## config.mk

```make
export PLATFORM = sky130hd
export DESIGN_NAME = stereo_gain_mute_level_meter_core
export DESIGN_NICKNAME = d
export VERILOG_FILES = /design/src/design/sgm_pkg.sv /design/src/design/sgm_on_ctrl.sv /design/src/design/sgm_lane.sv /design/src/design/stereo_gain_mute_level_meter_core.sv
export SDC_FILE = /design/constraint.sdc
export NUM_CORES = 2
export LEC_CHECK = 0
export ABC_AREA = 1
export BUFFER_PORTS_ARGS = -buffer_cell sky130_fd_sc_hd__buf_2
export CAP_MARGIN = 5
export CORE_ASPECT_RATIO = 0.6
export CORE_MARGIN = 4
export CORE_UTILIZATION = 45
export CTS_CLUSTER_SIZE = 28
export DETAILED_ROUTE_END_ITERATION = 8
export GPL_TIMING_DRIVEN = 1
export HOLD_SLACK_MARGIN = 0.1
export PLACE_DENSITY = 0.61
export SYNTH_ARGS = -nofsm -noshare
export SYNTH_HDL_FRONTEND = slang
export SYNTH_SLANG_ARGS = --single-unit
export TNS_END_PERCENT = 50
```

## constraint.sdc

```tcl
create_clock -name clk -period 25.9 [get_ports clk]
set_clock_uncertainty 0.1 [all_clocks]
set_input_delay 2.59 -clock clk [delete_from_list [all_inputs] [get_ports clk]]
set_output_delay 2.59 -clock clk [all_outputs]
set_load 0.005 [all_outputs]
```

## src/design/sgm_pkg.sv

```systemverilog
// Shared types and constants for the stereo gain / mute / level meter core.
// No dependencies; every other design file imports this package.
package sgm_pkg;

  localparam int SEGMENTS   = 11;   // meter segments per channel
  localparam int SAMPLE_W   = 16;
  localparam int GAIN_W     = 10;
  localparam int HOLD_W     = 15;
  localparam int SEG_OUT_W  = 11;   // segment bits carried in a result beat
  localparam int PROD_W     = SAMPLE_W + GAIN_W + 1;
  localparam int SHIFT_W    = PROD_W - 8;
  localparam int CMP_W      = 17 + $clog2(SEGMENTS);
  localparam int SEG_PAD_W  = (SEGMENTS > SEG_OUT_W) ? SEGMENTS : SEG_OUT_W;

  localparam int CFG_IDX_W  = 2;
  localparam int CFG_DATA_W = 15;

  localparam logic [CFG_IDX_W-1:0] REG_GAIN_SCALE = 2'd0;
  localparam logic [CFG_IDX_W-1:0] REG_HOLD_SHORT = 2'd1;
  localparam logic [CFG_IDX_W-1:0] REG_HOLD_LONG  = 2'd2;

  localparam logic [GAIN_W-1:0] GAIN_RESET       = 10'd256;
  localparam logic [HOLD_W-1:0] HOLD_SHORT_RESET = 15'd5000;
  localparam logic [HOLD_W-1:0] HOLD_LONG_RESET  = 15'd20000;

  // Toggle input Schmitt levels, Q4.11
  localparam logic signed [SAMPLE_W-1:0] TOGGLE_HI = 16'sd2048;
  localparam logic signed [SAMPLE_W-1:0] TOGGLE_LO = 16'sd0;

  typedef struct packed {
    logic signed [SAMPLE_W-1:0] left_sample;
    logic signed [SAMPLE_W-1:0] right_sample;
    logic                       button_level;
    logic signed [SAMPLE_W-1:0] toggle_voltage;
  } in_beat_t;

  typedef struct packed {
    logic signed [SAMPLE_W-1:0] left_thru;
    logic signed [SAMPLE_W-1:0] right_thru;
    logic signed [SAMPLE_W-1:0] left_main;
    logic signed [SAMPLE_W-1:0] right_main;
    logic                       on_lamp;
    logic [SEG_OUT_W-1:0]       left_segments;
    logic [SEG_OUT_W-1:0]       right_segments;
  } out_beat_t;

  // Pipeline advance strobes handed to each channel lane
  typedef struct packed {
    logic s1_en;
    logic s2_en;
  } lane_ctl_t;

endpackage

```

## src/design/sgm_on_ctrl.sv

```systemverilog
// On/mute flag control: button edge detect and toggle-input Schmitt trigger.
// Depends on sgm_pkg.
module sgm_on_ctrl (
  input  logic                                 clk,
  input  logic                                 rst_n,
  input  logic                                 accept,
  input  logic                                 button_level,
  input  logic signed [sgm_pkg::SAMPLE_W-1:0]  toggle_voltage,
  output logic                                 on_nxt
);
  import sgm_pkg::*;

  logic btn_hi_r, btn_hi_nxt;
  logic tog_hi_r, tog_hi_nxt;
  logic on_r;
  logic edge_hit;

  always_comb begin
    edge_hit   = 1'b0;
    btn_hi_nxt = btn_hi_r;
    tog_hi_nxt = tog_hi_r;
    if (btn_hi_r) begin
      if (!button_level) btn_hi_nxt = 1'b0;
    end else if (button_level) begin
      btn_hi_nxt = 1'b1;
      edge_hit   = 1'b1;
    end
    if (tog_hi_r) begin
      if (toggle_voltage <= TOGGLE_LO) tog_hi_nxt = 1'b0;
    end else if (toggle_voltage >= TOGGLE_HI) begin
      tog_hi_nxt = 1'b1;
      edge_hit   = 1'b1;
    end
    // both edges in one beat still flip once
    on_nxt = edge_hit ? ~on_r : on_r;
  end

  always_ff @(posedge clk) begin
    if (!rst_n) begin
      btn_hi_r <= 1'b0;
      tog_hi_r <= 1'b0;
      on_r     <= 1'b1;
    end else if (accept) begin
      btn_hi_r <= btn_hi_nxt;
      tog_hi_r <= tog_hi_nxt;
      on_r     <= on_nxt;
    end
  end

endmodule

```

## src/design/sgm_lane.sv

```systemverilog
// One channel lane: gain multiply (stage 1), saturate and segment meter (stage 2).
// Depends on sgm_pkg.
module sgm_lane (
  input  logic                                 clk,
  input  logic                                 rst_n,
  input  sgm_pkg::lane_ctl_t                   ctl,
  input  logic signed [sgm_pkg::SAMPLE_W-1:0]  sample,
  input  logic                                 on_flag,
  input  logic [sgm_pkg::GAIN_W-1:0]           gain_scale,
  input  logic [sgm_pkg::HOLD_W-1:0]           hold_short,
  input  logic [sgm_pkg::HOLD_W-1:0]           hold_long,
  output logic signed [sgm_pkg::SAMPLE_W-1:0]  main_r,
  output logic [sgm_pkg::SEG_OUT_W-1:0]        seg_r
);
  import sgm_pkg::*;

  logic signed [PROD_W-1:0]  prod_r, prod_nxt;
  logic signed [SHIFT_W-1:0] shifted;
  logic signed [SAMPLE_W-1:0] main_nxt;
  logic signed [CMP_W-1:0]   main_ext;
  logic [HOLD_W-1:0]         cnt_r   [SEGMENTS];
  logic [HOLD_W-1:0]         cnt_nxt [SEGMENTS];
  logic [HOLD_W-1:0]         cnt_ld  [SEGMENTS];
  logic [SEGMENTS-1:0]       lit;
  logic [SEG_PAD_W-1:0]      lit_pad;

  // muted lanes carry a zero product
  assign prod_nxt = on_flag ? PROD_W'(sample) * PROD_W'($signed({1'b0, gain_scale})) : '0;

  always_ff @(posedge clk) begin
    if (ctl.s1_en) prod_r <= prod_nxt;
  end

  always_comb begin
    // arithmetic shift is floor division by 256
    shifted = SHIFT_W'(prod_r >>> 8);
    if (shifted > SHIFT_W'(32767))
      main_nxt = 16'sh7FFF;
    else if (shifted < -SHIFT_W'(32768))
      main_nxt = 16'sh8000;
    else
      main_nxt = shifted[SAMPLE_W-1:0];
    main_ext = CMP_W'(main_nxt);
  end

  always_comb begin
    for (int i = 0; i < SEGMENTS; i++) begin
      if (main_ext > $signed(CMP_W'(i * 2048)))
        cnt_ld[i] = (i == SEGMENTS - 1) ? hold_long : hold_short;
      else
        cnt_ld[i] = cnt_r[i];
      lit[i]     = |cnt_ld[i];
      cnt_nxt[i] = lit[i] ? cnt_ld[i] - 1'b1 : '0;
    end
    lit_pad = SEG_PAD_W'(lit);
  end

  always_ff @(posedge clk) begin
    if (!rst_n) begin
      for (int i = 0; i < SEGMENTS; i++) cnt_r[i] <= '0;
    end else if (ctl.s2_en) begin
      for (int i = 0; i < SEGMENTS; i++) cnt_r[i] <= cnt_nxt[i];
    end
  end

  always_ff @(posedge clk) begin
    if (ctl.s2_en) begin
      main_r <= main_nxt;
      seg_r  <= lit_pad[SEG_OUT_W-1:0];
    end
  end

endmodule

```

## src/design/stereo_gain_mute_level_meter_core.sv

```systemverilog
// Top level: config registers, two-stage valid/ready pipeline, two channel lanes
// merged into one result beat. Depends on sgm_pkg, sgm_on_ctrl, sgm_lane.

// One stereo pair in, one result beat out, one beat per clock sustained while
// out_ready stays high: stage 1 applies the mute edge logic and the gain
// multiply, stage 2 saturates and runs the 11-segment hold meters, whose
// counters carry state from beat to beat. The left and right channels run in
// two identical lanes side by side and their results are merged into one
// beat. A new input beat is taken while a finished result waits for
// out_ready only if stage 1 is empty. Config writes (cfg_ready is always
// high) should be made with the pipeline empty; index 3 is ignored.
module stereo_gain_mute_level_meter_core (
  input  logic                              clk,
  input  logic                              rst_n,
  input  logic                              in_valid,
  output logic                              in_ready,
  input  sgm_pkg::in_beat_t                 in_data,
  output logic                              out_valid,
  input  logic                              out_ready,
  output sgm_pkg::out_beat_t                out_data,
  input  logic                              cfg_valid,
  output logic                              cfg_ready,
  input  logic [sgm_pkg::CFG_IDX_W-1:0]     cfg_index,
  input  logic [sgm_pkg::CFG_DATA_W-1:0]    cfg_data
);
  import sgm_pkg::*;

  logic [GAIN_W-1:0] gain_r;
  logic [HOLD_W-1:0] hold_short_r;
  logic [HOLD_W-1:0] hold_long_r;

  logic s1_v_r, out_v_r;
  logic accept, adv2;
  logic on_nxt;
  lane_ctl_t ctl;

  logic signed [SAMPLE_W-1:0] s1_left_r, s1_right_r;
  logic s1_on_r;
  logic signed [SAMPLE_W-1:0] o_left_r, o_right_r;
  logic o_on_r;
  logic signed [SAMPLE_W-1:0] l_main, r_main;
  logic [SEG_OUT_W-1:0] l_seg, r_seg;

  assign cfg_ready = 1'b1;

  always_ff @(posedge clk) begin
    if (!rst_n) begin
      gain_r       <= GAIN_RESET;
      hold_short_r <= HOLD_SHORT_RESET;
      hold_long_r  <= HOLD_LONG_RESET;
    end else if (cfg_valid) begin
      unique case (cfg_index)
        REG_GAIN_SCALE: gain_r       <= cfg_data[GAIN_W-1:0];
        REG_HOLD_SHORT: hold_short_r <= cfg_data[HOLD_W-1:0];
        REG_HOLD_LONG:  hold_long_r  <= cfg_data[HOLD_W-1:0];
        default: ;
      endcase
    end
  end

  assign adv2     = s1_v_r && (!out_v_r || out_ready);
  assign in_ready = !s1_v_r || adv2;
  assign accept   = in_valid && in_ready;
  assign ctl      = '{s1_en: accept, s2_en: adv2};

  always_ff @(posedge clk) begin
    if (!rst_n) begin
      s1_v_r  <= 1'b0;
      out_v_r <= 1'b0;
    end else begin
      if (accept)    s1_v_r <= 1'b1;
      else if (adv2) s1_v_r <= 1'b0;
      if (adv2)           out_v_r <= 1'b1;
      else if (out_ready) out_v_r <= 1'b0;
    end
  end

  sgm_on_ctrl u_on (
    .clk            (clk),
    .rst_n          (rst_n),
    .accept         (accept),
    .button_level   (in_data.button_level),
    .toggle_voltage (in_data.toggle_voltage),
    .on_nxt         (on_nxt)
  );

  always_ff @(posedge clk) begin
    if (accept) begin
      s1_left_r  <= in_data.left_sample;
      s1_right_r <= in_data.right_sample;
      s1_on_r    <= on_nxt;
    end
    if (adv2) begin
      o_left_r  <= s1_left_r;
      o_right_r <= s1_right_r;
      o_on_r    <= s1_on_r;
    end
  end

  sgm_lane u_left (
    .clk        (clk),
    .rst_n      (rst_n),
    .ctl        (ctl),
    .sample     (in_data.left_sample),
    .on_flag    (on_nxt),
    .gain_scale (gain_r),
    .hold_short (hold_short_r),
    .hold_long  (hold_long_r),
    .main_r     (l_main),
    .seg_r      (l_seg)
  );

  sgm_lane u_right (
    .clk        (clk),
    .rst_n      (rst_n),
    .ctl        (ctl),
    .sample     (in_data.right_sample),
    .on_flag    (on_nxt),
    .gain_scale (gain_r),
    .hold_short (hold_short_r),
    .hold_long  (hold_long_r),
    .main_r     (r_main),
    .seg_r      (r_seg)
  );

  // merge the two lanes into one result beat
  assign out_valid = out_v_r;
  always_comb begin
    out_data.left_thru      = o_left_r;
    out_data.right_thru     = o_right_r;
    out_data.left_main      = l_main;
    out_data.right_main     = r_main;
    out_data.on_lamp        = o_on_r;
    out_data.left_segments  = l_seg;
    out_data.right_segments = r_seg;
  end

endmodule

```

# Word-level counts from Yosys, hierarchy flattened
# Memories as Yosys holds them, arrays and structs flattened.
# Cells that the tools add are included.
# totals
mem_bits_rw	330
register_bits	219
wordCells	219
out_inout_bits	90
rom_bits	0
in_bits	71
latch_bits	0
mem_count	2
# memory_table
memory	words	width	read_ports	rd_clocked_by_memory_dff	wr	line	source
u_left.cnt_r	11	15	11	0	11	sgm_lane.sv:21	logic [HOLD_W-1:0] cnt_r [SEGMENTS];
u_right.cnt_r	11	15	11	0	11	sgm_lane.sv:21	
# classes
n_shift	0
magnitude_cmp	28
add_sub_neg	22
n_eq_ne	2
n_bitwise	23
n_reduce_logical	34
mul	2
n_mux	86
n_div	0
# op_table
op	n
two-way mux 15 bit	66
OR reduction 15 bit	22
subtractor 15 x 1 -> 15 bit, second input constant	22
> comparator 16 x 15 -> 1 bit, second input constant	8
> comparator 16 bit, second input constant	6
> comparator 16 x 14 -> 1 bit, second input constant	4
two-way mux 16 bit	4
multiplier 16 x 11 -> 27 bit	2
> comparator 19 x 16 -> 1 bit, second input constant	2
less-than comparator 19 x 16 -> 1 bit, second input constant	2
> comparator 16 x 1 -> 1 bit, second input constant	2
> comparator 16 x 13 -> 1 bit, second input constant	2
OR 1 bit	22
>= comparator 16 x 13 -> 1 bit, second input constant	1
less-or-equal comparator 16 x 1 -> 1 bit, second input constant	1
two-way mux 1 bit	16
AND reduction 2 bit	3
nonzero test 2 bit	2
== test 2 x 1 -> 1 bit, second input constant	1
== test 2 bit, second input constant	1
logical AND 1 bit	2
logical NOT 1 bit	2
logical NOT 2 bit	1
logical OR 1 bit	2
inverter 1 bit	1

# Longest topological paths before layout
# depth
word_depth	8
depth_mapped	27
depth_no_buf	25

# Hierarchy
# A second synthesis with hierarchy kept.
# unflattened
cells_unflattened	6895
area_unflattened_um2	48870.6
# modules_own_cells
module	instances	seq_area_each_um2	area_per_inst_um2	cells_per_inst
sgm_lane at u_right	1	6336.1	22788.1	3300
sgm_lane at u_left	1	6336.1	22155.0	3235
stereo_gain_mute_level_meter_core	1	2822.7	3702.3	323
sgm_on_ctrl	1	60.1	225.2	37

# Worst setup path after synthesis
# OpenSTA, ideal clock, no wires.
# synth_path
path_type	input to register
from	in rst_n
to	mem u_left.cnt_r[0][0] (enable)
path_slack_ps	14838
t_arrival_ps	8511
path_stages	3
setup_time_ps	2452
path_buffers	2
t_required_ps	23348
cell_sequence	clkbuf_1 -> clkbuf_1 -> nand2_1
# synth_lines
item	line	source
start, declared	stereo_gain_mute_level_meter_core.sv:14	input logic rst_n,
end, declared	sgm_lane.sv:21	

# Final worst setup path
# layout_path
from	in in_data[22] (netlist bit)
to	reg u_right.prod_r[24], data pin
# layout_between
elab_chain_cells	1
# layout_rtl
item	line	source
start, declared	stereo_gain_mute_level_meter_core.sv:17	input sgm_pkg::in_beat_t in_data,
multiplier 16 x 11 -> 27 bit	sgm_lane.sv:28	assign prod_nxt = on_flag ? PROD_W'(sample) * PROD_W'($signed({1'b0, gain_scale})) : '0;
end signal, assigned	sgm_lane.sv:31	if (ctl.s1_en) prod_r <= prod_nxt;
end, declared	sgm_lane.sv:17	logic signed [PROD_W-1:0] prod_r, prod_nxt;
# No other way between the ends.
# A chain may end at the register's enable or synchronous reset.

==> flow_metrics.tcl <==
set metrics [dict create \
    cts.repair.resized 0 \
    routed-via-count 43992 \
    grtUsageTotal_pct 26.2 \
    max_freq_ghz 0.138 \
    insertion_delay_ns 0.66 \
    wirelength_um 149000 \
    crit_type "in2reg" \
    hold_viol 0 \
    rsz0062_at_grt "false" \
    grt_pass1_vias 40473 \
    tns_ns 0 \
    synth_top_family_by_area "simple AND/OR/NAND/NOR gates" \
    cts_inserted_buffers 57 \
    ys_seq_area_share_pct 32.1 \
    grt_overflow 0 \
    synthMuxAreaShare_pct 0 \
    vias_per_cell 5.33 \
    antenna_found_initial 4 \
    min_path_type "reg2reg" \
    wl_per_cell_um 18.1 \
    synthAdderAreaFrac_pct 16.0 \
    ys_ff_latch 533 \
    postRouteAntennaNets 0 \
    postCtsSetupBuffers 0 \
    die-height_um 262 \
    arrival_ns 7.56 \
    root_buffer "clkbuf_16" \
    path_max_fanout 11 \
    p_total_uw 4160 \
    numPortBuffers 159 \
    p_leak_uw 0.0256 \
    async_flop_share_pct 0 \
    slew_violations 0 \
    cts.sinks 533 \
    synth.avg_cell_area_um2 7.12 \
    post-dp-hpwl_um 106000 \
    drive_gt1_share_pct 6.75 \
    place_congestion 0.955 \
    synth_flop_cell "edfxtp_1" \
    ys_types 56 \
    start_util_pct 45.7 \
    die_w_um 431 \
    drtPass1Iterations 6 \
    hold_buffers 0 \
    power_per_cell_area_nw_per_um2 80.2 \
    fin_crit_sh_pct 28.0 \
    irDropWorstVdd_mv 0.0588 \
    clkTransAtPathRegs_ns 0.07 \
    syn_area_um2 48400 \
    drt-initial-drc-count 5129 \
    core_area_um2 106000 \
    maxCapViolCount 0 \
    synth_xor_area_share_pct 1.12 \
    ios 161 \
    synth_edf_count 488 \
    die-area_um2 113000 \
    drc 0 \
    synth-compound-area-share_pct 6.25 \
    setup_violations 0 \
    synth-simple-area-share_pct 32.9 \
    cts_tree "built" \
    worstMarginPinSlew_ns 1.09 \
    cp.required_ns 26.21 \
    finish.net_count 7315 \
    clock_path_buffers 3 \
    htreeDepth 2 \
    netlist_instances 6801 \
    end_kind "flip-flop" \
    rows 92 \
    status "complete, no violations" \
    syn-num-nets 7320 \
    yosys_warnings 0 \
    timing.slew.headroom_pct 27.4 \
    synthToLayoutAreaGrowth_pct 7.10 \
    grt_max_degree 167 \
    post-route-min-period_ns 7.24 \
    grt_pass1_wl_um 235000 \
    worst_setup_path_start_kind "input pin" \
]
## cell type report
type                    instances  area, um2
clock inverters                26        193
well taps                    1410       1760
clock buffers                  78       1640
flip-flops and latches        533      15600
inverters                    1103       4140
diodes                          2       5.00
multi-input cells            4885      27300
fillers                     10631      54000
repair buffers                216       1240
## registers in the layout, summed over array words and instances, names as in the netlist, 10 cells and up
signal	count
u_left.prod_r	19
s1_right_r	16
o_right_r	16
u_left.main_r	16
o_left_r	16
u_right.cnt_r	165
u_right.main_r	16
u_right.prod_r	19
u_left.cnt_r	165
u_left.seg_r	11
u_right.seg_r	11
hold_short_r	15
gain_r	10
hold_long_r	15
s1_left_r	16
## cells in the final DEF (no fill, tap or decap), drive strengths merged, types with 8 or more instances in the layout
cell / count
a21o: 8
a21oi: 311
buf: 216
clkbuf: 78
clkinv: 27
dfxtp: 45
edfxtp: 488
fa: 288
ha: 160
inv: 1098
nand2: 2254
nand3: 680
nand3b: 15
nand4: 88
nor2: 707
nor3: 33
o211ai: 8
o21a: 14
o21ai: 195
or2: 27
xnor2: 14
xor2: 48
## worst max-delay path, cell delays in order
cell and delay, ns:
buf_2 0.20, nand2_1 0.10, inv_1 0.06, fa_1 0.53, inv_1 0.06, fa_1 0.52
inv_1 0.05, fa_1 0.45, fa_1 0.49, inv_1 0.05, fa_1 0.48, inv_1 0.04
ha_1 0.33, nand2_1 0.15, inv_1 0.06, nand3_1 0.09, o21ai_0 0.09, a21oi_1 0.32
o21ai_0 0.32, a311oi_1 0.38, nand2_1 0.09, nand2_1 0.07, nor2_1 0.04
## final timing paths
check / cells after the start / slack (ns) / to / start
setup reg to reg: 21 / 20.04 / u_right.prod_r[24] / gain_r[3]
hold / removal: 0 / 0.31 / o_right_r[15] / s1_right_r[15]
setup / recovery: 23 / 18.66 / u_right.prod_r[24] / in_data[22]
hold reg to reg: 0 / 0.31 / o_right_r[15] / s1_right_r[15]
## cells by family after synthesis
group	count (synthesis)
buffers and inverters	1383
other	1
XOR/XNOR	62
flip-flops	533
AND/OR/NAND/NOR	3813
adder cells (fa/ha/maj)	448
AO/OA/AOI/OAI	561
## where the power goes
group | leakage (uW) | total, uW | internal, uW | switching [uW]
Sequential | 0.00533 | 1120 | 1070 | 43.5
Clock | 0.000898 | 839 | 462 | 377
Combinational | 0.0194 | 2200 | 635 | 1570
## metal layers
layer / routed length (um) / up-vias / GRT usage (%) / share of wire [%]
li1: - / 21365 / - / -
met1: 72900 / 20651 / 41.4 / 49
met2: 59200 / 1782 / 37.3 / 40
met3: 13800 / 194 / 4.01 / 9.3
met4: 3470 / 0 / 6.04 / 2.3
met5: 0 / - / 0 / 0
## per-stage QoR
step	setup slack (ns)	area (um2)	cells	util [%]	hold slack, ns
floorplan	14.84	48400	6801	-	0.300
global placement	18.15	50000	8147	47.2	0.300
detailed placement	18.07	50000	8147	47.2	0.305
CTS	18.77	51800	8251	49.0	0.312
global route	18.38	51800	8252	49.0	0.323
finish	18.66	51900	8253	49.0	0.311
## cells in the mapped netlist, drive strengths merged, types with 88 or more instances
master,instances,area (um2)
a21oi,311,1580
inv,1096,4110
ha,160,2000
nand4,88,551
nand3,680,3420
fa,288,5770
nor2,707,2770
edfxtp,488,14700
buf,154,967
o21ai,195,1020
clkbuf,126,473
nand2,2254,8670
Power figures use the tool's default switching activity.
